==> src/rtl/core/mfp_pkg.sv <==
`timescale 1ns / 1ps
// ----------------------------------------------------------------------------
// Message frame parser package
// Shared types, character codes and field widths of the frame parser.
// ----------------------------------------------------------------------------
package mfp_pkg;

  localparam int unsigned BYTE_W   = 8;
  localparam int unsigned COLUMN_W = 31;
  localparam int unsigned LENGTH_W = 11;
  localparam int unsigned DCOUNT_W = 5;
  localparam int unsigned DIGIT_W  = 4;

  // Widths of the times-ten products before saturation or range check
  localparam int unsigned COL_PROD_W = COLUMN_W + 4;
  localparam int unsigned LEN_PROD_W = LENGTH_W + 4;

  localparam logic [COLUMN_W-1:0] COL_MAX = {COLUMN_W{1'b1}};

  localparam logic [BYTE_W-1:0] CH_QUERY    = 8'h3F;  // '?'
  localparam logic [BYTE_W-1:0] CH_RESPONSE = 8'h21;  // '!'
  localparam logic [BYTE_W-1:0] CH_UPDATE   = 8'h40;  // '@'
  localparam logic [BYTE_W-1:0] CH_PLAIN    = 8'h70;  // 'p'
  localparam logic [BYTE_W-1:0] CH_CIPHER   = 8'h63;  // 'c'
  localparam logic [BYTE_W-1:0] CH_NEWLINE  = 8'h0A;
  localparam logic [BYTE_W-1:0] CH_ZERO     = 8'h30;
  localparam logic [BYTE_W-1:0] CH_NINE     = 8'h39;

  typedef enum logic [2:0] {
    PH_IDLE    = 3'd0,
    PH_COLUMN  = 3'd1,
    PH_LENGTH  = 3'd2,
    PH_PAYLOAD = 3'd3,
    PH_TRAIL   = 3'd4,
    PH_RESYNC  = 3'd5
  } phase_t;

  typedef enum logic [1:0] {
    KIND_HEADER  = 2'd0,
    KIND_PAYLOAD = 2'd1,
    KIND_ERROR   = 2'd2
  } kind_t;

  typedef enum logic [1:0] {
    MSG_QUERY    = 2'd0,
    MSG_RESPONSE = 2'd1,
    MSG_UPDATE   = 2'd2
  } msg_type_t;

  typedef enum logic [1:0] {
    ENC_PLAIN   = 2'd0,
    ENC_CIPHER  = 2'd1,
    ENC_INVALID = 2'd2
  } enc_t;

  typedef enum logic [2:0] {
    ERR_NONE      = 3'd0,
    ERR_BAD_TYPE  = 3'd1,
    ERR_BAD_DIGIT = 3'd2,
    ERR_TOO_LONG  = 3'd3,
    ERR_LEN_BIG   = 3'd4,
    ERR_TRUNC     = 3'd5
  } err_t;

  typedef struct packed {
    logic [BYTE_W-1:0] in_byte;
    logic              buffer_end;
  } in_item_t;

  typedef struct packed {
    kind_t               out_kind;
    msg_type_t           msg_type;
    logic [COLUMN_W-1:0] column;
    enc_t                encryption;
    logic [LENGTH_W-1:0] payload_length;
    logic [BYTE_W-1:0]   data_byte;
    logic                last;
    err_t                error_code;
  } result_t;

endpackage

==> src/rtl/core/mfp_if.sv <==
`timescale 1ns / 1ps
// ----------------------------------------------------------------------------
// Message frame parser channels
// Valid/ready channels for raw input bytes and for parser result items.
// ----------------------------------------------------------------------------
interface mfp_in_if import mfp_pkg::*; ();
  logic              valid;
  logic              ready;
  logic [BYTE_W-1:0] in_byte;
  logic              buffer_end;

  modport source (output valid, in_byte, buffer_end, input ready);
  modport sink (input valid, in_byte, buffer_end, output ready);
endinterface

interface mfp_out_if import mfp_pkg::*; ();
  logic                valid;
  logic                ready;
  logic [1:0]          out_kind;
  logic [1:0]          msg_type;
  logic [COLUMN_W-1:0] column;
  logic [1:0]          encryption;
  logic [LENGTH_W-1:0] payload_length;
  logic [BYTE_W-1:0]   data_byte;
  logic                last;
  logic [2:0]          error_code;

  modport source (output valid, out_kind, msg_type, column, encryption, payload_length,
                  data_byte, last, error_code, input ready);
  modport sink (input valid, out_kind, msg_type, column, encryption, payload_length,
                data_byte, last, error_code, output ready);
endinterface

==> src/rtl/core/mfp_in_stage.sv <==
`timescale 1ns / 1ps
// ----------------------------------------------------------------------------
// Frame parser input register
// Captures one input item and holds it until the parser step takes it.
// ----------------------------------------------------------------------------
module mfp_in_stage import mfp_pkg::*; (
  input  logic      clk,
  input  logic      rst,
  mfp_in_if.sink    in_stream,
  input  logic      advance,
  output logic      item_valid,
  output in_item_t  item
);

  logic accept;

  assign in_stream.ready = !item_valid || advance;
  assign accept          = in_stream.valid && in_stream.ready;

  always_ff @(posedge clk) begin
    if (rst) begin
      item_valid <= 1'b0;
    end else if (accept) begin
      item_valid <= 1'b1;
    end else if (advance) begin
      item_valid <= 1'b0;
    end
  end

  always_ff @(posedge clk) begin
    if (accept) begin
      item.in_byte    <= in_stream.in_byte;
      item.buffer_end <= in_stream.buffer_end;
    end
  end

endmodule

==> src/rtl/core/mfp_step.sv <==
`timescale 1ns / 1ps
// ----------------------------------------------------------------------------
// Frame parser step
// Frame state and the combinational update that consumes one byte.
// ----------------------------------------------------------------------------
module mfp_step import mfp_pkg::*; #(
  parameter int unsigned MAX_DIGITS  = 20,
  parameter int unsigned MAX_PAYLOAD = 1024
) (
  input  logic     clk,
  input  logic     rst,
  input  in_item_t item,
  input  logic     advance,
  output logic     emit,
  output result_t  result
);

  phase_t              phase, phase_next;
  msg_type_t           frame_type, frame_type_next;
  logic [COLUMN_W-1:0] column_acc, column_acc_next;
  enc_t                enc_mark, enc_mark_next;
  logic [LENGTH_W-1:0] length_acc, length_acc_next;
  logic [DCOUNT_W-1:0] digit_count, digit_count_next;
  logic [LENGTH_W-1:0] bytes_left, bytes_left_next;

  logic [BYTE_W-1:0]     b;
  logic                  is_term;
  logic                  is_digit;
  logic                  is_newline;
  logic [DIGIT_W-1:0]    digit;
  logic [COL_PROD_W-1:0] col_prod;
  logic [LEN_PROD_W-1:0] len_prod;
  err_t                  err;
  kind_t                 kind;
  logic [BYTE_W-1:0]     data;
  logic                  last;
  logic                  frame_emit;

  assign b          = item.in_byte;
  assign is_newline = (b == CH_NEWLINE);
  assign is_term    = (b == CH_PLAIN) || (b == CH_CIPHER) || is_newline;
  assign is_digit   = b inside {[CH_ZERO:CH_NINE]};
  assign digit      = DIGIT_W'(b - CH_ZERO);

  // times ten as shift-and-add
  assign col_prod = ({4'b0, column_acc} << 3) + ({4'b0, column_acc} << 1)
                  + COL_PROD_W'(digit);
  assign len_prod = ({4'b0, length_acc} << 3) + ({4'b0, length_acc} << 1)
                  + LEN_PROD_W'(digit);

  always_comb begin
    phase_next       = phase;
    frame_type_next  = frame_type;
    column_acc_next  = column_acc;
    enc_mark_next    = enc_mark;
    length_acc_next  = length_acc;
    digit_count_next = digit_count;
    bytes_left_next  = bytes_left;
    err              = ERR_NONE;
    kind             = KIND_HEADER;
    data             = '0;
    last             = 1'b0;
    frame_emit       = 1'b0;

    case (phase)
      PH_COLUMN, PH_LENGTH: begin
        if (is_term) begin
          digit_count_next = '0;
          if (phase == PH_COLUMN) begin
            length_acc_next = '0;
            if (frame_type == MSG_QUERY) begin
              enc_mark_next = ENC_INVALID;
              phase_next    = PH_IDLE;
              last          = 1'b1;
              frame_emit    = 1'b1;
            end else begin
              enc_mark_next = (b == CH_PLAIN)  ? ENC_PLAIN :
                              (b == CH_CIPHER) ? ENC_CIPHER : ENC_INVALID;
              phase_next    = PH_LENGTH;
            end
          end else begin
            bytes_left_next = length_acc;
            frame_emit      = 1'b1;
            if (length_acc == '0) begin
              last       = 1'b1;
              phase_next = PH_TRAIL;
            end else begin
              phase_next = PH_PAYLOAD;
            end
          end
        end else if (!is_digit) begin
          err = ERR_BAD_DIGIT;
        end else if (digit_count >= DCOUNT_W'(MAX_DIGITS)) begin
          err = ERR_TOO_LONG;
        end else begin
          digit_count_next = digit_count + DCOUNT_W'(1);
          if (phase == PH_COLUMN) begin
            column_acc_next = (col_prod > COL_PROD_W'(COL_MAX)) ? COL_MAX
                                                                : col_prod[COLUMN_W-1:0];
          end else if (len_prod > LEN_PROD_W'(MAX_PAYLOAD)) begin
            err = ERR_LEN_BIG;
          end else begin
            length_acc_next = len_prod[LENGTH_W-1:0];
          end
        end
      end
      PH_PAYLOAD: begin
        if (bytes_left != '0) begin
          bytes_left_next = bytes_left - LENGTH_W'(1);
        end
        kind       = KIND_PAYLOAD;
        data       = b;
        frame_emit = 1'b1;
        if (bytes_left_next == '0) begin
          last       = 1'b1;
          phase_next = PH_TRAIL;
        end
      end
      PH_TRAIL: begin
        phase_next = PH_IDLE;
      end
      PH_RESYNC: begin
        if (is_newline || item.buffer_end) begin
          phase_next = PH_IDLE;
        end
      end
      default: begin
        if ((b == CH_QUERY) || (b == CH_RESPONSE) || (b == CH_UPDATE)) begin
          frame_type_next  = (b == CH_QUERY)    ? MSG_QUERY :
                             (b == CH_RESPONSE) ? MSG_RESPONSE : MSG_UPDATE;
          column_acc_next  = '0;
          enc_mark_next    = ENC_PLAIN;
          length_acc_next  = '0;
          digit_count_next = '0;
          bytes_left_next  = '0;
          phase_next       = PH_COLUMN;
        end else begin
          err = ERR_BAD_TYPE;
        end
      end
    endcase

    // A byte error wins over truncation; truncation replaces a frame item.
    if (err != ERR_NONE) begin
      digit_count_next = '0;
      phase_next       = (is_newline || item.buffer_end) ? PH_IDLE : PH_RESYNC;
    end else if (item.buffer_end && (phase_next != PH_IDLE)) begin
      digit_count_next = '0;
      phase_next       = PH_IDLE;
      err              = ERR_TRUNC;
    end
  end

  always_comb begin
    emit = frame_emit || (err != ERR_NONE);
    if (err != ERR_NONE) begin
      result.out_kind       = KIND_ERROR;
      result.msg_type       = MSG_QUERY;
      result.column         = '0;
      result.encryption     = ENC_PLAIN;
      result.payload_length = '0;
      result.data_byte      = '0;
      result.last           = 1'b0;
      result.error_code     = err;
    end else begin
      result.out_kind       = kind;
      result.msg_type       = frame_type_next;
      result.column         = column_acc_next;
      result.encryption     = enc_mark_next;
      result.payload_length = length_acc_next;
      result.data_byte      = data;
      result.last           = last;
      result.error_code     = ERR_NONE;
    end
  end

  always_ff @(posedge clk) begin
    if (rst) begin
      phase       <= PH_IDLE;
      frame_type  <= MSG_QUERY;
      column_acc  <= '0;
      enc_mark    <= ENC_PLAIN;
      length_acc  <= '0;
      digit_count <= '0;
      bytes_left  <= '0;
    end else if (advance) begin
      phase       <= phase_next;
      frame_type  <= frame_type_next;
      column_acc  <= column_acc_next;
      enc_mark    <= enc_mark_next;
      length_acc  <= length_acc_next;
      digit_count <= digit_count_next;
      bytes_left  <= bytes_left_next;
    end
  end

  a_err_leaves_frame: assert property (@(posedge clk) disable iff (rst)
    advance && emit && (result.out_kind == KIND_ERROR)
    |=> (phase == PH_IDLE) || (phase == PH_RESYNC))
    else $error("error item did not leave the frame");

  a_last_ends_frame: assert property (@(posedge clk) disable iff (rst)
    advance && emit && result.last
    |=> (phase == PH_IDLE) || (phase == PH_TRAIL))
    else $error("last item did not close the frame");

  a_payload_count: assert property (@(posedge clk) disable iff (rst)
    (phase == PH_PAYLOAD) |-> (bytes_left != '0))
    else $error("payload phase with no bytes left");

  a_length_not_query: assert property (@(posedge clk) disable iff (rst)
    (phase == PH_LENGTH) |-> (frame_type != MSG_QUERY))
    else $error("query frame reached the length field");

endmodule

==> src/rtl/core/mfp_out_stage.sv <==
`timescale 1ns / 1ps
// ----------------------------------------------------------------------------
// Frame parser result register
// Holds one result item until the downstream side takes it.
// ----------------------------------------------------------------------------
module mfp_out_stage import mfp_pkg::*; (
  input  logic     clk,
  input  logic     rst,
  input  logic     load,
  input  result_t  result,
  output logic     out_free,
  mfp_out_if.source out_stream
);

  logic    out_valid;
  result_t held;

  assign out_free = !out_valid || out_stream.ready;

  always_ff @(posedge clk) begin
    if (rst) begin
      out_valid <= 1'b0;
    end else if (load) begin
      out_valid <= 1'b1;
    end else if (out_stream.ready) begin
      out_valid <= 1'b0;
    end
  end

  always_ff @(posedge clk) begin
    if (load) begin
      held <= result;
    end
  end

  assign out_stream.valid          = out_valid;
  assign out_stream.out_kind       = held.out_kind;
  assign out_stream.msg_type       = held.msg_type;
  assign out_stream.column         = held.column;
  assign out_stream.encryption     = held.encryption;
  assign out_stream.payload_length = held.payload_length;
  assign out_stream.data_byte      = held.data_byte;
  assign out_stream.last           = held.last;
  assign out_stream.error_code     = held.error_code;

endmodule

==> src/rtl/core/message_frame_parser.sv <==
`timescale 1ns / 1ps
// ----------------------------------------------------------------------------
// Message frame parser
// Byte-serial parser of query, response and update frames.
// ----------------------------------------------------------------------------
// One byte is taken per cycle, back to back, unless it has a result and the
// output is occupied; each gives at most one result item: a header, a payload
// byte or an error. An accepted byte passes the input register, then the result
// register. The byte rate rests on the combinational frame update, whose longest
// path is the times-ten column accumulate with saturation. A byte that gives no
// result advances even while a result waits downstream.
module message_frame_parser import mfp_pkg::*; #(
  parameter int unsigned MAX_DIGITS  = 20,
  parameter int unsigned MAX_PAYLOAD = 1024
) (
  input  logic      clk,
  input  logic      rst,
  mfp_in_if.sink    in_stream,
  mfp_out_if.source out_stream
);

  logic     item_valid;
  in_item_t item;
  logic     emit;
  result_t  result;
  logic     out_free;
  logic     advance;

  // hold the byte only when it has a result and the output is occupied
  assign advance = item_valid && (!emit || out_free);

  mfp_in_stage u_in_stage (
    .clk        (clk),
    .rst        (rst),
    .in_stream  (in_stream),
    .advance    (advance),
    .item_valid (item_valid),
    .item       (item)
  );

  mfp_step #(
    .MAX_DIGITS  (MAX_DIGITS),
    .MAX_PAYLOAD (MAX_PAYLOAD)
  ) u_step (
    .clk     (clk),
    .rst     (rst),
    .item    (item),
    .advance (advance),
    .emit    (emit),
    .result  (result)
  );

  mfp_out_stage u_out_stage (
    .clk        (clk),
    .rst        (rst),
    .load       (advance && emit),
    .result     (result),
    .out_free   (out_free),
    .out_stream (out_stream)
  );

endmodule
==> src/flat_wrapper.sv <==
// flat-port wrapper written by rule: the top's interface ports become plain ports
module message_frame_parser_flat import mfp_pkg::*;
#(
  parameter int unsigned MAX_DIGITS  = 20,
  parameter int unsigned MAX_PAYLOAD = 1024
)
  (clk, rst, in_stream_valid, in_stream_in_byte, in_stream_buffer_end, in_stream_ready, out_stream_valid, out_stream_out_kind, out_stream_msg_type, out_stream_column, out_stream_encryption, out_stream_payload_length, out_stream_data_byte, out_stream_last, out_stream_error_code, out_stream_ready);
  mfp_in_if in_stream_i ();
  mfp_out_if out_stream_i ();
  input  logic clk;
  input  logic rst;
  input wire logic [$bits(in_stream_i.valid)-1:0] in_stream_valid;
  input wire logic [$bits(in_stream_i.in_byte)-1:0] in_stream_in_byte;
  input wire logic [$bits(in_stream_i.buffer_end)-1:0] in_stream_buffer_end;
  output wire logic [$bits(in_stream_i.ready)-1:0] in_stream_ready;
  output wire logic [$bits(out_stream_i.valid)-1:0] out_stream_valid;
  output wire logic [$bits(out_stream_i.out_kind)-1:0] out_stream_out_kind;
  output wire logic [$bits(out_stream_i.msg_type)-1:0] out_stream_msg_type;
  output wire logic [$bits(out_stream_i.column)-1:0] out_stream_column;
  output wire logic [$bits(out_stream_i.encryption)-1:0] out_stream_encryption;
  output wire logic [$bits(out_stream_i.payload_length)-1:0] out_stream_payload_length;
  output wire logic [$bits(out_stream_i.data_byte)-1:0] out_stream_data_byte;
  output wire logic [$bits(out_stream_i.last)-1:0] out_stream_last;
  output wire logic [$bits(out_stream_i.error_code)-1:0] out_stream_error_code;
  input wire logic [$bits(out_stream_i.ready)-1:0] out_stream_ready;
  assign in_stream_i.valid = in_stream_valid;
  assign in_stream_i.in_byte = in_stream_in_byte;
  assign in_stream_i.buffer_end = in_stream_buffer_end;
  assign in_stream_ready = in_stream_i.ready;
  assign out_stream_valid = out_stream_i.valid;
  assign out_stream_out_kind = out_stream_i.out_kind;
  assign out_stream_msg_type = out_stream_i.msg_type;
  assign out_stream_column = out_stream_i.column;
  assign out_stream_encryption = out_stream_i.encryption;
  assign out_stream_payload_length = out_stream_i.payload_length;
  assign out_stream_data_byte = out_stream_i.data_byte;
  assign out_stream_last = out_stream_i.last;
  assign out_stream_error_code = out_stream_i.error_code;
  assign out_stream_i.ready = out_stream_ready;
  message_frame_parser #(.MAX_DIGITS(MAX_DIGITS), .MAX_PAYLOAD(MAX_PAYLOAD)) u_core (.clk(clk), .rst(rst), .in_stream(in_stream_i), .out_stream(out_stream_i));
endmodule
==> config.mk <==
export PLATFORM = sky130hd
export DESIGN_NAME = message_frame_parser_flat
export DESIGN_NICKNAME = d
export VERILOG_FILES = /design/src/rtl/core/mfp_pkg.sv /design/src/rtl/core/mfp_if.sv /design/src/rtl/core/mfp_in_stage.sv /design/src/rtl/core/mfp_step.sv /design/src/rtl/core/mfp_out_stage.sv /design/src/rtl/core/message_frame_parser.sv /design/src/flat_wrapper.sv
export SDC_FILE = /design/constraint.sdc
export NUM_CORES = 1
export LEC_CHECK = 0
export ABC_AREA = 1
export BUFFER_PORTS_ARGS = -buffer_cell sky130_fd_sc_hd__clkbuf_2
export CAP_MARGIN = 20
export CORE_MARGIN = 2
export CORE_UTILIZATION = 30
export CTS_CLUSTER_DIAMETER = 200
export DETAILED_ROUTE_END_ITERATION = 6
export SLEW_MARGIN = 40
export SYNTH_ARGS = -nofsm -noshare
export SYNTH_HDL_FRONTEND = slang
export SYNTH_HIERARCHICAL = 1
export SYNTH_SLANG_ARGS = --single-unit
==> constraint.sdc <==
create_clock -name clk -period 4.41 [get_ports clk]
set_clock_uncertainty 0.1 [all_clocks]
set_input_delay 0.2205 -clock clk [delete_from_list [all_inputs] [get_ports clk]]
set_output_delay 0.2205 -clock clk [all_outputs]
set_load 0.1 [all_outputs]
# After elaboration in Yosys (flattened, before gate mapping)
# Cells that the tools add are included.
# word_totals
regBits	136
inputBits	13
output_inout_bits	62
word_cells	157
# classes
add_sub_neg	7
order_cmp	5
n_eq_ne	16
muxes	73
bitwise	2
n_reduce_logical	35
# ops
operator	n
31-bit 2-to-1 mux	6
11-bit 2-to-1 mux	12
31-bit case mux with 2 select lines	1
3-bit 2-to-1 mux	16
34-bit by 32-bit adder with 35-bit output	1
35-bit by 4-bit adder with 35-bit output	1
35-bit by 31-bit > comparator with 1-bit output, second input constant	1
11-bit case mux with 3 select lines	1
5-bit 2-to-1 mux	6
8-bit by 7-bit equality test with 1-bit output, second input constant	3
11-bit zero test	2
2-bit 2-to-1 mux	11
11-bit case mux with 2 select lines	1
8-bit by 6-bit equality test with 1-bit output, second input constant	2
14-bit by 12-bit adder with 15-bit output	1
15-bit by 4-bit adder with 15-bit output	1
15-bit by 11-bit > comparator with 1-bit output, second input constant	1
1-bit 2-to-1 mux	13
3-bit case mux with 4 select lines	1
3-bit nonzero test	4
11-bit nonzero test	1
11-bit by 1-bit subtractor with 11-bit output, second input constant	1
5-bit != test, second input constant	2
5-bit case mux with 2 select lines	1
25 further kinds	48

# Longest topological paths before layout
# Gate-level depths: netlist of the first run.
# logic_depth
word_depth	19
depth_mapped	28
mapped_depth_nobuf	25

# Cells and area by module
# Netlist of the first run, hierarchy kept.
# modules_own_cells
mod	n_inst	cells_per_inst	area_each_um2	seq_area_each_um2
mfp_step	1	1399	8180.3	1301.2
mfp_out_stage	1	65	1844.3	1821.7
mfp_in_stage	1	15	317.8	290.3
message_frame_parser	1	5	25.0	0.0

# Worst setup path before layout of the first run
# No wires, ideal clock.
# synth_path
path_kind	reg2reg
startpoint	register, netlist name u_core/u_in_stage/item[4]
endpoint	register u_core.u_step.bytes_left[9]
setup_ns	0.086
arrival_ns	4.278
t_required_ns	4.224
slack_ns	-0.053
path_stages_with_launch	25
n_path_buf	3
synth_period_minus_slack_ns	4.463
cell_sequence	edfxtp_1 -> inv_2 -> fa_1 -> inv_1 -> fa_1 -> nand3_1 -> nand3b_1 -> nand2_1 -> nand3_1 -> nor2_1 -> nand3_1 -> nand2_1 -> nand4_1 -> a21oi_4 -> nand2_2 -> buf_6 -> a31oi_1 -> nand2_1 -> a21oi_2 -> clkbuf_1 -> nand3_1 -> nor3_2 -> inv_2 -> clkbuf_1 -> a211oi_1
# synth_via
elab_chain_len	17
word_cells_on_any_way	43
classes_between	2 x add/sub; 3 x order compare; 7 x eq/ne; 15 x mux; 16 x reduce/logical
# synth_rtl
element	line_no	source
4-bit by 1-bit subtractor with 4-bit output	mfp_step.sv:43	assign digit = DIGIT_W'(b - CH_ZERO);
15-bit by 4-bit adder with 15-bit output	mfp_step.sv:49	+ LEN_PROD_W'(digit);
15-bit by 11-bit > comparator with 1-bit output	mfp_step.sv:100	end else if (len_prod > LEN_PROD_W'(MAX_PAYLOAD)) begin
3-bit 2-to-1 mux	mfp_step.sv:100	
3-bit 2-to-1 mux	mfp_step.sv:97	if (phase == PH_COLUMN) begin
3-bit 2-to-1 mux	mfp_step.sv:93	end else if (digit_count >= DCOUNT_W'(MAX_DIGITS)) begin
3-bit 2-to-1 mux	mfp_step.sv:91	end else if (!is_digit) begin
3-bit 2-to-1 mux	mfp_step.sv:67	if (is_term) begin
(+3 left out)	--	
3-bit nonzero test	mfp_step.sv:155	emit = frame_emit || (err != ERR_NONE);
1-bit logical OR (*)	mfp_step.sv:155	
net u_core.emit	message_frame_parser.sv:24	logic emit;
1-bit zero test (*)	message_frame_parser.sv:30	assign advance = item_valid && (!emit || out_free);
1-bit logical OR (*)	message_frame_parser.sv:30	
1-bit logical AND (*)	message_frame_parser.sv:30	
net u_core.advance	message_frame_parser.sv:27	logic advance;
5-bit AND reduction (no line) (*)	--	
to (signal assigned)	mfp_step.sv:193	bytes_left <= bytes_left_next;
to (decl)	mfp_step.sv:24	logic [LENGTH_W-1:0] bytes_left, bytes_left_next;
# Mark *: on every way through the listed nets, which the timed path passes. The rest lies on a longest branch.
# A chain may end at the register's enable or synchronous reset.

# Worst setup path after layout of the first run
# layout_path
startpoint	register, netlist name u_core/u_in_stage/item[4]
endpoint	output port in_stream_ready
# layout_via
elab_chain_len	17
word_cells_on_any_way	41
classes_between	2 x add/sub; 3 x order compare; 6 x eq/ne; 15 x mux; 15 x reduce/logical
# layout_rtl
element	line_no	source
4-bit by 1-bit subtractor with 4-bit output	mfp_step.sv:43	
15-bit by 4-bit adder with 15-bit output	mfp_step.sv:49	
15-bit by 11-bit > comparator with 1-bit output	mfp_step.sv:100	
3-bit 2-to-1 mux	mfp_step.sv:100	
3-bit 2-to-1 mux	mfp_step.sv:97	
3-bit 2-to-1 mux	mfp_step.sv:93	
3-bit 2-to-1 mux	mfp_step.sv:91	
3-bit 2-to-1 mux	mfp_step.sv:67	
(+3 left out)	--	
3-bit nonzero test	mfp_step.sv:155	
1-bit logical OR (*)	mfp_step.sv:155	
net u_core.emit	message_frame_parser.sv:24	
1-bit zero test (*)	message_frame_parser.sv:30	
1-bit logical OR (*)	message_frame_parser.sv:30	
1-bit logical AND (*)	message_frame_parser.sv:30	
net u_core.advance	message_frame_parser.sv:27	
1-bit logical OR (*)	mfp_in_stage.sv:17	assign in_stream.ready = !item_valid || advance;
to (decl)	flat_wrapper.sv:15	output wire logic [$bits(in_stream_i.ready)-1:0] in_stream_ready;
# Marked as above.

==> results.cfg, run 1 <==
[status]
status = finished clean

[critical_path]
crit_top_cell = inv_2
path_class = flip-flop to output pin
cp-end-kind = output pin
crit_slowest_cell = fa_1
critPathTopFamily = adder cells
cp.arrival_ns = 3.88
critical_path.max_stage_delay_ns = 0.55
cp_max_fo = 4
worst_r2r_path_depth = 21
worstPathRequired_ns = 4.09
rrSetupSlack_ns = 0.31
worstSetupStartpointType = flip-flop
critical_path_depth = 20
crit_chain = inv_2, fa_1, inv_2, fa_2, xor2_1, nor2_1, nand3_1, nor2_1, nand3_1, nand2_1, nand4_1, a21oi_4, nand2_2, a31oi_4, nand2_2, a21oi_4, buf_12, inv_2, nand2_4, buf_12
cp_num_buf_inv = 5

[placement]
place_congestion = 0.921
place_hpwl_um = 23200
post-place-ws_ns = 0.205
portBuffers = 74

[timing]
fin_ws_ns = 0.210
worst_slew_pin_slew_ns = 0.749
slew_viol_final = 0
max_freq_ghz = 0.238
finalCriticalPeriod_ns = 4.20
slew_headroom_pct = 50.1
hold_viol = 0
rsz0062_at_grt = true
setup_viol = 0
min_period_over_period_pct = 95.2

[power]
p_leak_uw = 0.00568
ir_drop_uv = 191
cellPowerDensity_nw_per_um2 = 352

[clock_network]
clkLatencyLatePin_ns = 0.43
clock-sinks = 136
numCtsBuffers = 17
cts_buffer_depth = 2
root_buffer = clkbuf_16
cts_tree = done
path_clk_slew_ns = 0.06
htree_levels = 4

[route]
drt_wl_total_um = 32200
drt_iter0_markers = 688
ant_nets = 0
firstDrtPassIters = 5
drc_errors = 0
via_per_inst = 5.01
route.met3.wl_um = 1480
m1WireLength_um = 16100
vias = 10241
highest_layer = met4
dr_wl_met2_um = 14200
wl_per_cell_um = 15.7

[yosys]
syn_area_um2 = 10400
synthArstFlopShare_pct = 0
synth_cells = 1484
synthesis.nets = 1586
ys.flop_type = edfxtp_1
yosys_register_bits = 136
yosysWarningCount = 6
synth.distinct_cells = 46
seq_area_frac_synth_pct = 32.9
avgSynthCellArea_um2 = 6.99
synth_edf_count = 69

[die]
dieWidth_um = 190
fp.dieH_um = 190
die_area_um2 = 36100
placementRows = 68
start_util_pct = 30.2
pin_count = 75
core_um2 = 34300

[finish]
num-nets-final = 1680
layout.area.seq_um2 = 3410
area_growth_pct = 17.0
antennaDiodeCount = 0
post-route-util_pct = 35.4
drive_gt1_share_pct = 13.5
final_common_cell = nand2_1
fillers = 3659
mostFrequentLayoutCells = 383 x nand2_1, 175 x inv_1, 173 x a21oi_1, 137 x nand3_1, 116 x nor2_1
multi_input_area_um2 = 6050

[global_route]
grt_max_degree = 58
grt-ovfl-total = 0
track_usage_pct = 17.9
grt_pass1_vias = 9759
antenna_found_initial = 0
grt_pass1_wl_um = 51500

[flow_run]
cap_viol_max_count = 0

[hold_path]
min_path_cells = 4
holdCritPathClass = primary input to flip-flop
-- path summary, 6_finish.rpt --
check | to | from
min reg2reg | u_core/u_step/digit_count[4] | u_core/u_step/digit_count[4]
max | in_stream_ready | u_core/u_in_stage/item[4]
min | u_core/u_out_stage/out_stream.valid | out_stream_ready
max reg2reg | u_core/u_step/bytes_left[5] | u_core/u_in_stage/item[4]
-- logic make-up after synthesis --
logic type / share of synthesized area, %
simple gates: 28.0
compound gates: 16.0
buf+inv: 9.24
flops: 32.9
fa+ha+maj: 11.0
xor+xnor: 2.87
-- Yosys cell counts (6+ instances only) --
cell type	n	share of area [%]
nand3_1	138	6.7
nor2_1	117	4.2
edfxtp_1	69	20
o21ai_0	49	2.4
a211oi_1	7	0.51
inv_2	15	0.54
inv_1	177	6.4
dfxtp_1	67	13
a21oi_2	24	2.0
nand4_1	13	0.78
xnor2_1	12	1.0
buf_2	7	0.34
ha_1	85	10
nand2_1	384	14
xor2_1	22	1.9
nand2_2	6	0.36
o22ai_1	8	0.48
clkbuf_1	34	1.2
a21oi_1	173	8.4
nor3_1	17	0.82
-- tightest hold or removal path, cell delays in order --
cell      delay (ns)
clkbuf_2        0.08
inv_1           0.04
nand2_2         0.13
a21oi_2         0.07
-- timing repair --
item	CTS	global route
hold endpoints to repair	10	0
buffers inserted	1	5
pin swaps	1	6
endpoints found under the setup margin	1	54
hold buffers	10	0
cloned	0	0
resized for setup	3	11
-- area by class of cell --
type                       count  share of cell area (%)
inverter                     193                    6.02
timing repair buffer         126                    6.73
multi-input combinational   1104                    49.9
tap                          455                    4.69
clock buffer                  17                    3.51
clock inverter                15                    1.05
sequential                   136                    28.1
-- through the flow --
| stage | instances | instance area, um^2 | hold slack (ns) | power (uW) | setup TNS, ns |
|---|---|---|---|---|---|
| finish | 2046 | 12100 | 0.0631 | 4270 | 0 |
| global route | 2046 | 12100 | 0.0640 | 4500 | -0.118 |
| CTS | 2041 | 12000 | 0.0208 | 4280 | 0 |
| detailed placement | 1998 | 11400 | 0.300 | 2870 | 0 |
| global placement | 1998 | 11400 | 0.302 | 2860 | 0 |
| floorplan | 1484 | 10400 | 0.183 | 2560 | 0 |
-- layer usage --
metal | vias up | GRT usage, %
li1 | 5106 | -
met1 | 4792 | 25.6
met2 | 308 | 28.4
met3 | 35 | 2.27
met4 | 0 | 4.71
met5 | - | 0
-- sequential cells by signal, summed over array words and instances (netlist names), 5 cells and up --
register and count:
u_core/u_in_stage/item 9, u_core/u_step/column_acc 31, u_core/u_step/length_acc 11, u_core/u_out_stage/out_stream.data_byte 8, u_core/u_step/digit_count 5, u_core/u_out_stage/out_stream.payload_length 11
u_core/u_out_stage/out_stream.column 31, u_core/u_step/bytes_left 11
-- power breakdown --
part           internal (uW)  leakage, uW  total, uW  switching, uW
sequential              1430      0.00122       1510           77.8
combinational            378      0.00420       1370            992
clock                    774     0.000252       1390            612
total                   2590      0.00568       4270           1680
Note: power is estimated with default switching activity, not from simulation.
==> run 2, diff against run 1 <==
--- a/config.mk
+++ b/config.mk
@@ -9,9 +9,10 @@
 export BUFFER_PORTS_ARGS = -buffer_cell sky130_fd_sc_hd__clkbuf_2
 export CAP_MARGIN = 20
 export CORE_MARGIN = 2
-export CORE_UTILIZATION = 30
+export CORE_UTILIZATION = 55
 export CTS_CLUSTER_DIAMETER = 200
 export DETAILED_ROUTE_END_ITERATION = 6
+export PLACE_DENSITY = 0.77
 export SLEW_MARGIN = 40
 export SYNTH_ARGS = -nofsm -noshare
 export SYNTH_HDL_FRONTEND = slang
==> results.cfg, run 2 (synthesis results as in run 1) <==
[die]
die_area_um2 = 20000
dieWidth_um = 141
pin_count = 75
start_util_pct = 55.8
fp.dieH_um = 141
placementRows = 50
core_um2 = 18600

[placement]
place_congestion = 1.01
place_hpwl_um = 20700
portBuffers = 74
dp_cells = 1770

[finish]
mostFrequentLayoutCells = 384 x nand2_1, 173 x inv_1, 172 x a21oi_1, 134 x nand3_1, 115 x nor2_1
antennaDiodeCount = 0
num-nets-final = 1680
multi_input_area_um2 = 6060
layout.area.seq_um2 = 3410
finalNonFillerCells = 1825
fillers = 1637
final_common_cell = nand2_1
drive_gt1_share_pct = 13.9
area_growth_pct = 15.3

[critical_path]
worstSetupStartpointType = flip-flop
crit_slowest_cell = fa_2
critical_path.max_stage_delay_ns = 0.45
path_class = flip-flop to output pin
crit_chain = inv_2, fa_1, inv_2, fa_2, nor2_1, nand2_1, nor2_1, nand3_2, nor2_2, nand3_2, nand2_1, nand4_1, a21oi_4, nand2_2, a31oi_1, nand2_1, a21oi_4, buf_12, inv_2, nand2_4, buf_12
critPathTopFamily = simple AND/OR/NAND/NOR gates
cp-end-kind = output pin
cp.arrival_ns = 4.02
cp_max_fo = 7
worstPathRequired_ns = 4.09
cp_num_buf_inv = 5

[route]
drc_errors = 0
ant_nets = 0
drt_wl_total_um = 29000
vias = 10321
firstDrtPassIters = 5
wl_per_cell_um = 15.9
drt_iter0_markers = 985
via_per_inst = 5.66

[clock_network]
path_clk_slew_ns = 0.06
root_buffer = clkbuf_16
htree_levels = 4
clkLatencyLatePin_ns = 0.43
cts_buffer_depth = 2
clock-sinks = 136
cts_tree = done
numCtsBuffers = 17

[global_route]
grt_max_degree = 58
grt_pass1_wl_um = 46100
grt_pass1_vias = 9672
grt-ovfl-total = 0
track_usage_pct = 28.6
antenna_found_initial = 0

[timing]
max_freq_ghz = 0.230
worst_slew_pin_slew_ns = 0.783
hold_viol = 0
finalCriticalPeriod_ns = 4.35
slew_viol_final = 0
setup_viol = 0
min_period_over_period_pct = 98.5
slew_headroom_pct = 47.8
setup_tns_ns = 0

[power]
p_leak_uw = 0.00572
ir_drop_uv = 218
cellPowerDensity_nw_per_um2 = 366

[status]
status = finished clean

[flow_run]
cap_viol_max_count = 0

[hold_path]
holdCritPathClass = primary input to flip-flop
[run 2: worst min-delay path, cell delays in order]
cell and delay [ns]:
clkbuf_2 0.07, inv_1 0.04, nand2_2 0.11, a21oi_2 0.06
[run 2: path summary, 6_finish.rpt]
path,cells after the start,startpoint,to,slack (ns)
setup / recovery,21,u_core/u_in_stage/item[4],in_stream_ready,0.06
hold / removal,4,out_stream_ready,u_core/u_out_stage/out_stream.valid,0.02
setup reg to reg,22,u_core/u_in_stage/item[4],u_core/u_step/bytes_left[9],0.14
hold reg to reg,2,u_core/u_step/digit_count[4],u_core/u_step/digit_count[4],0.42
[run 2: repair_timing]
| item | 4_1_cts | 5_1_grt |
|---|---|---|
| gates resized for setup | 3 | 17 |
| endpoints found under the hold margin | 10 | 0 |
| setup buffers | 1 | 11 |
| hold buffers | 10 | 0 |
| gates cloned | 1 | 0 |
| pin swaps | 1 | 14 |
| endpoints found under the setup margin | 1 | 53 |
[run 2: stage by stage]
step	hold WS, ns	instance area (um^2)	utilization [%]	total power [uW]	setup WS, ns
final	0.0237	11900	64.3	4380	0.0650
after global routing	0.0242	11900	64.3	4560	-0.124
after CTS	0.0167	11800	63.6	4330	0.00401
after detailed placement	0.301	11000	59.5	2830	0.130
after global placement	0.303	11000	59.4	2820	0.203
after floorplan	0.183	10400	-	2560	0.000818
[run 2: layer usage]
metal | share of wire (%) | vias to the layer above | global-route usage [%]
li1 | - | 5123 | -
met1 | 43 | 4687 | 36.7
met2 | 47 | 434 | 48.3
met3 | 6.3 | 77 | 4.42
met4 | 3.3 | 0 | 11.5
met5 | 0 | - | 0
[run 2: power breakdown]
part           total (uW)  leakage, uW  switching, uW  internal [uW]
registers            1510      0.00122           77.9           1430
logic                1380      0.00421            988            391
clock network        1480     0.000287            574            910
[run 2: area by class of cell]
type                            count  area share (%)
Timing Repair Buffer              126            7.02
Sequential cell                   136            28.6
Multi-Input combinational cell   1104            50.7
Tap cell                          234            2.45
Clock inverter                     13            1.41
Clock buffer                       19            3.71
Inverter                          193            6.12
==> run 3, diff against run 2 <==
--- a/config.mk
+++ b/config.mk
@@ -12,7 +12,7 @@
 export CORE_UTILIZATION = 55
 export CTS_CLUSTER_DIAMETER = 200
 export DETAILED_ROUTE_END_ITERATION = 6
-export PLACE_DENSITY = 0.77
+export PLACE_DENSITY = 0.74
 export SLEW_MARGIN = 40
 export SYNTH_ARGS = -nofsm -noshare
 export SYNTH_HDL_FRONTEND = slang
==> constraint.sdc (replaced) <==
create_clock -name clk -period 4.1 [get_ports clk]
set_clock_uncertainty 0.1 [all_clocks]
set_input_delay 0.205 -clock clk [delete_from_list [all_inputs] [get_ports clk]]
set_output_delay 0.205 -clock clk [all_outputs]
set_load 0.1 [all_outputs]
==> results.cfg, run 3 (synthesis results as in run 1) <==
[status]
status = finished with violations
violations = setup timing

[timing]
hold_slack_ns = 0.236
setup_tns_ns = -0.0256
slew_headroom_pct = 47.2
setup_viol = 1
max_freq_ghz = 0.242
rsz0062_at_grt = true
slew_viol_final = 0
worst_slew_pin_slew_ns = 0.792
finalCriticalPeriod_ns = 4.13
hold_viol = 0
fin_ws_ns = -0.0256
min_period_over_period_pct = 101

[finish]
area_growth_pct = 16.2
final_area_um2 = 12000
final_common_cell = nand2_1
mostFrequentLayoutCells = 383 x nand2_1, 174 x inv_1, 168 x a21oi_1, 136 x nand3_1, 113 x nor2_1
antennaDiodeCount = 0
post-route-util_pct = 64.8
num-nets-final = 1689
multi_input_area_um2 = 6130
layout.area.seq_um2 = 3410
drive_gt1_share_pct = 15.1
fillers = 1683
finalNonFillerCells = 1834

[route]
m1WireLength_um = 12600
highest_layer = met4
dr_wl_met2_um = 15000
vias = 10459
route.met3.wl_um = 1630
via_per_inst = 5.70
ant_nets = 0
drc_errors = 0
drt_wl_total_um = 30300
drt_iter0_markers = 789
firstDrtPassIters = 5
wl_per_cell_um = 16.5

[critical_path]
crit_chain = buf_4, inv_1, nand2_1, nor2_1, nand3_1, nand3_1, nor2_2, inv_2, nor2_1, inv_1, nand2_1, a21oi_4, nand2_2, a31oi_1, nand2_1, a21oi_4, buf_6, inv_2, nand2_4, buf_12
cp-end-kind = output pin
cp_max_fo = 15
worstSetupStartpointType = flip-flop
critical_path.max_stage_delay_ns = 0.46
crit_start = u_core/u_in_stage/item[2]
worstPathRequired_ns = 3.80
path_class = flip-flop to output pin
critPathTopFamily = simple AND/OR/NAND/NOR gates
cp.arrival_ns = 3.82
cp_num_buf_inv = 7
crit_slowest_cell = edfxtp_1
r2r_start = u_core/u_in_stage/item[2]
crit_top_cell = nand2_1
worst_r2r_path_depth = 23
critical_path_depth = 20

[power]
ir_drop_uv = 289
cellPowerDensity_nw_per_um2 = 380
p_leak_uw = 0.00577

[hold_path]
min_path_cells = 2
hold_start = rst
holdCritPathClass = primary input to flip-flop

[clock_network]
root_buffer = clkbuf_16
numCtsBuffers = 17
htree_levels = 4
cts_tree = done
cts_buffer_depth = 2
path_clk_slew_ns = 0.06
clock-sinks = 136
clkLatencyLatePin_ns = 0.43

[global_route]
track_usage_pct = 30.4
antenna_found_initial = 0
grt_pass1_vias = 9913
grt_max_degree = 58
grt_pass1_wl_um = 48800
grt-ovfl-total = 0

[die]
core_um2 = 18600
dieWidth_um = 141
placementRows = 50
die_area_um2 = 20000
start_util_pct = 55.8
pin_count = 75
fp.dieH_um = 141

[placement]
place_hpwl_um = 22100
portBuffers = 74
placed_area_um2 = 11200
dp_cells = 1783
place_congestion = 0.945

[flow_run]
cap_viol_max_count = 0
## run 3: final timing paths
path                                                     end  slack [ns]
worst max register to register   u_core/u_step/bytes_left[6]        0.02
worst max-delay path                         in_stream_ready       -0.03
worst min-delay path            u_core/u_in_stage/item_valid        0.24
worst min register to register   u_core/u_step/frame_type[0]        0.42
## run 3: repair_timing
item                                   in CTS  in global routing
setup endpoints to repair                   1                 45
hold buffers                               11                  0
endpoints found under the hold margin      11                  0
setup buffers                               3                  5
pin swaps                                   2                  9
resized for setup                           1                 20
## run 3: stage by stage
stage | setup WS (ns) | total power (uW)
2_1_floorplan | -0.259 | 2760
5_1_grt | -0.235 | 4790
3_5_place_dp | 0.124 | 3080
3_3_place_gp | 0.179 | 3060
4_1_cts | 0.0175 | 4560
6_report | -0.0256 | 4580
## run 3: cell type report
cell class | instances | share of cell area, %
Tap cell | 234 | 2.43
Inverter | 193 | 6.05
Clock inverter | 14 | 0.925
Clock buffer | 18 | 3.74
Sequential cell | 136 | 28.4
Multi-Input combinational cell | 1104 | 50.9
Timing Repair Buffer | 135 | 7.63
## run 3: metal layers
| layer | up-vias | global-route usage (%) |
|---|---|---|
| met5 | - | 0 |
| met4 | 0 | 14.8 |
| met3 | 80 | 3.34 |
| met2 | 387 | 52.8 |
| met1 | 4841 | 37.7 |
| li1 | 5151 | - |
## run 3: worst reg2reg max path, cell delays in order (launching register included)
cell      delay (ns)
edfxtp_1        0.46
buf_4           0.21
inv_1           0.16
nand2_1         0.09
nor2_1          0.14
nand3_1         0.14
nand3_1         0.38
nor2_2          0.15
inv_2           0.26
nor2_1          0.14
inv_1           0.07
nand2_1         0.09
a21oi_4         0.15
nand2_2         0.07
a31oi_1         0.15
nand2_1         0.12
a21oi_4         0.16
buf_4           0.15
nand3_4         0.06
nor3_4          0.17
inv_2           0.10
buf_4           0.17
nor2_1          0.15
a211oi_1        0.08
## run 3: where the power goes
| part | leakage (uW) | total, uW | switching, uW | internal [uW] |
|---|---|---|---|---|
| Clock | 0.000275 | 1460 | 640 | 822 |
| Sequential | 0.00122 | 1630 | 84.3 | 1540 |
| Combinational | 0.00427 | 1490 | 1070 | 419 |
| Total | 0.00577 | 4580 | 1790 | 2780 |
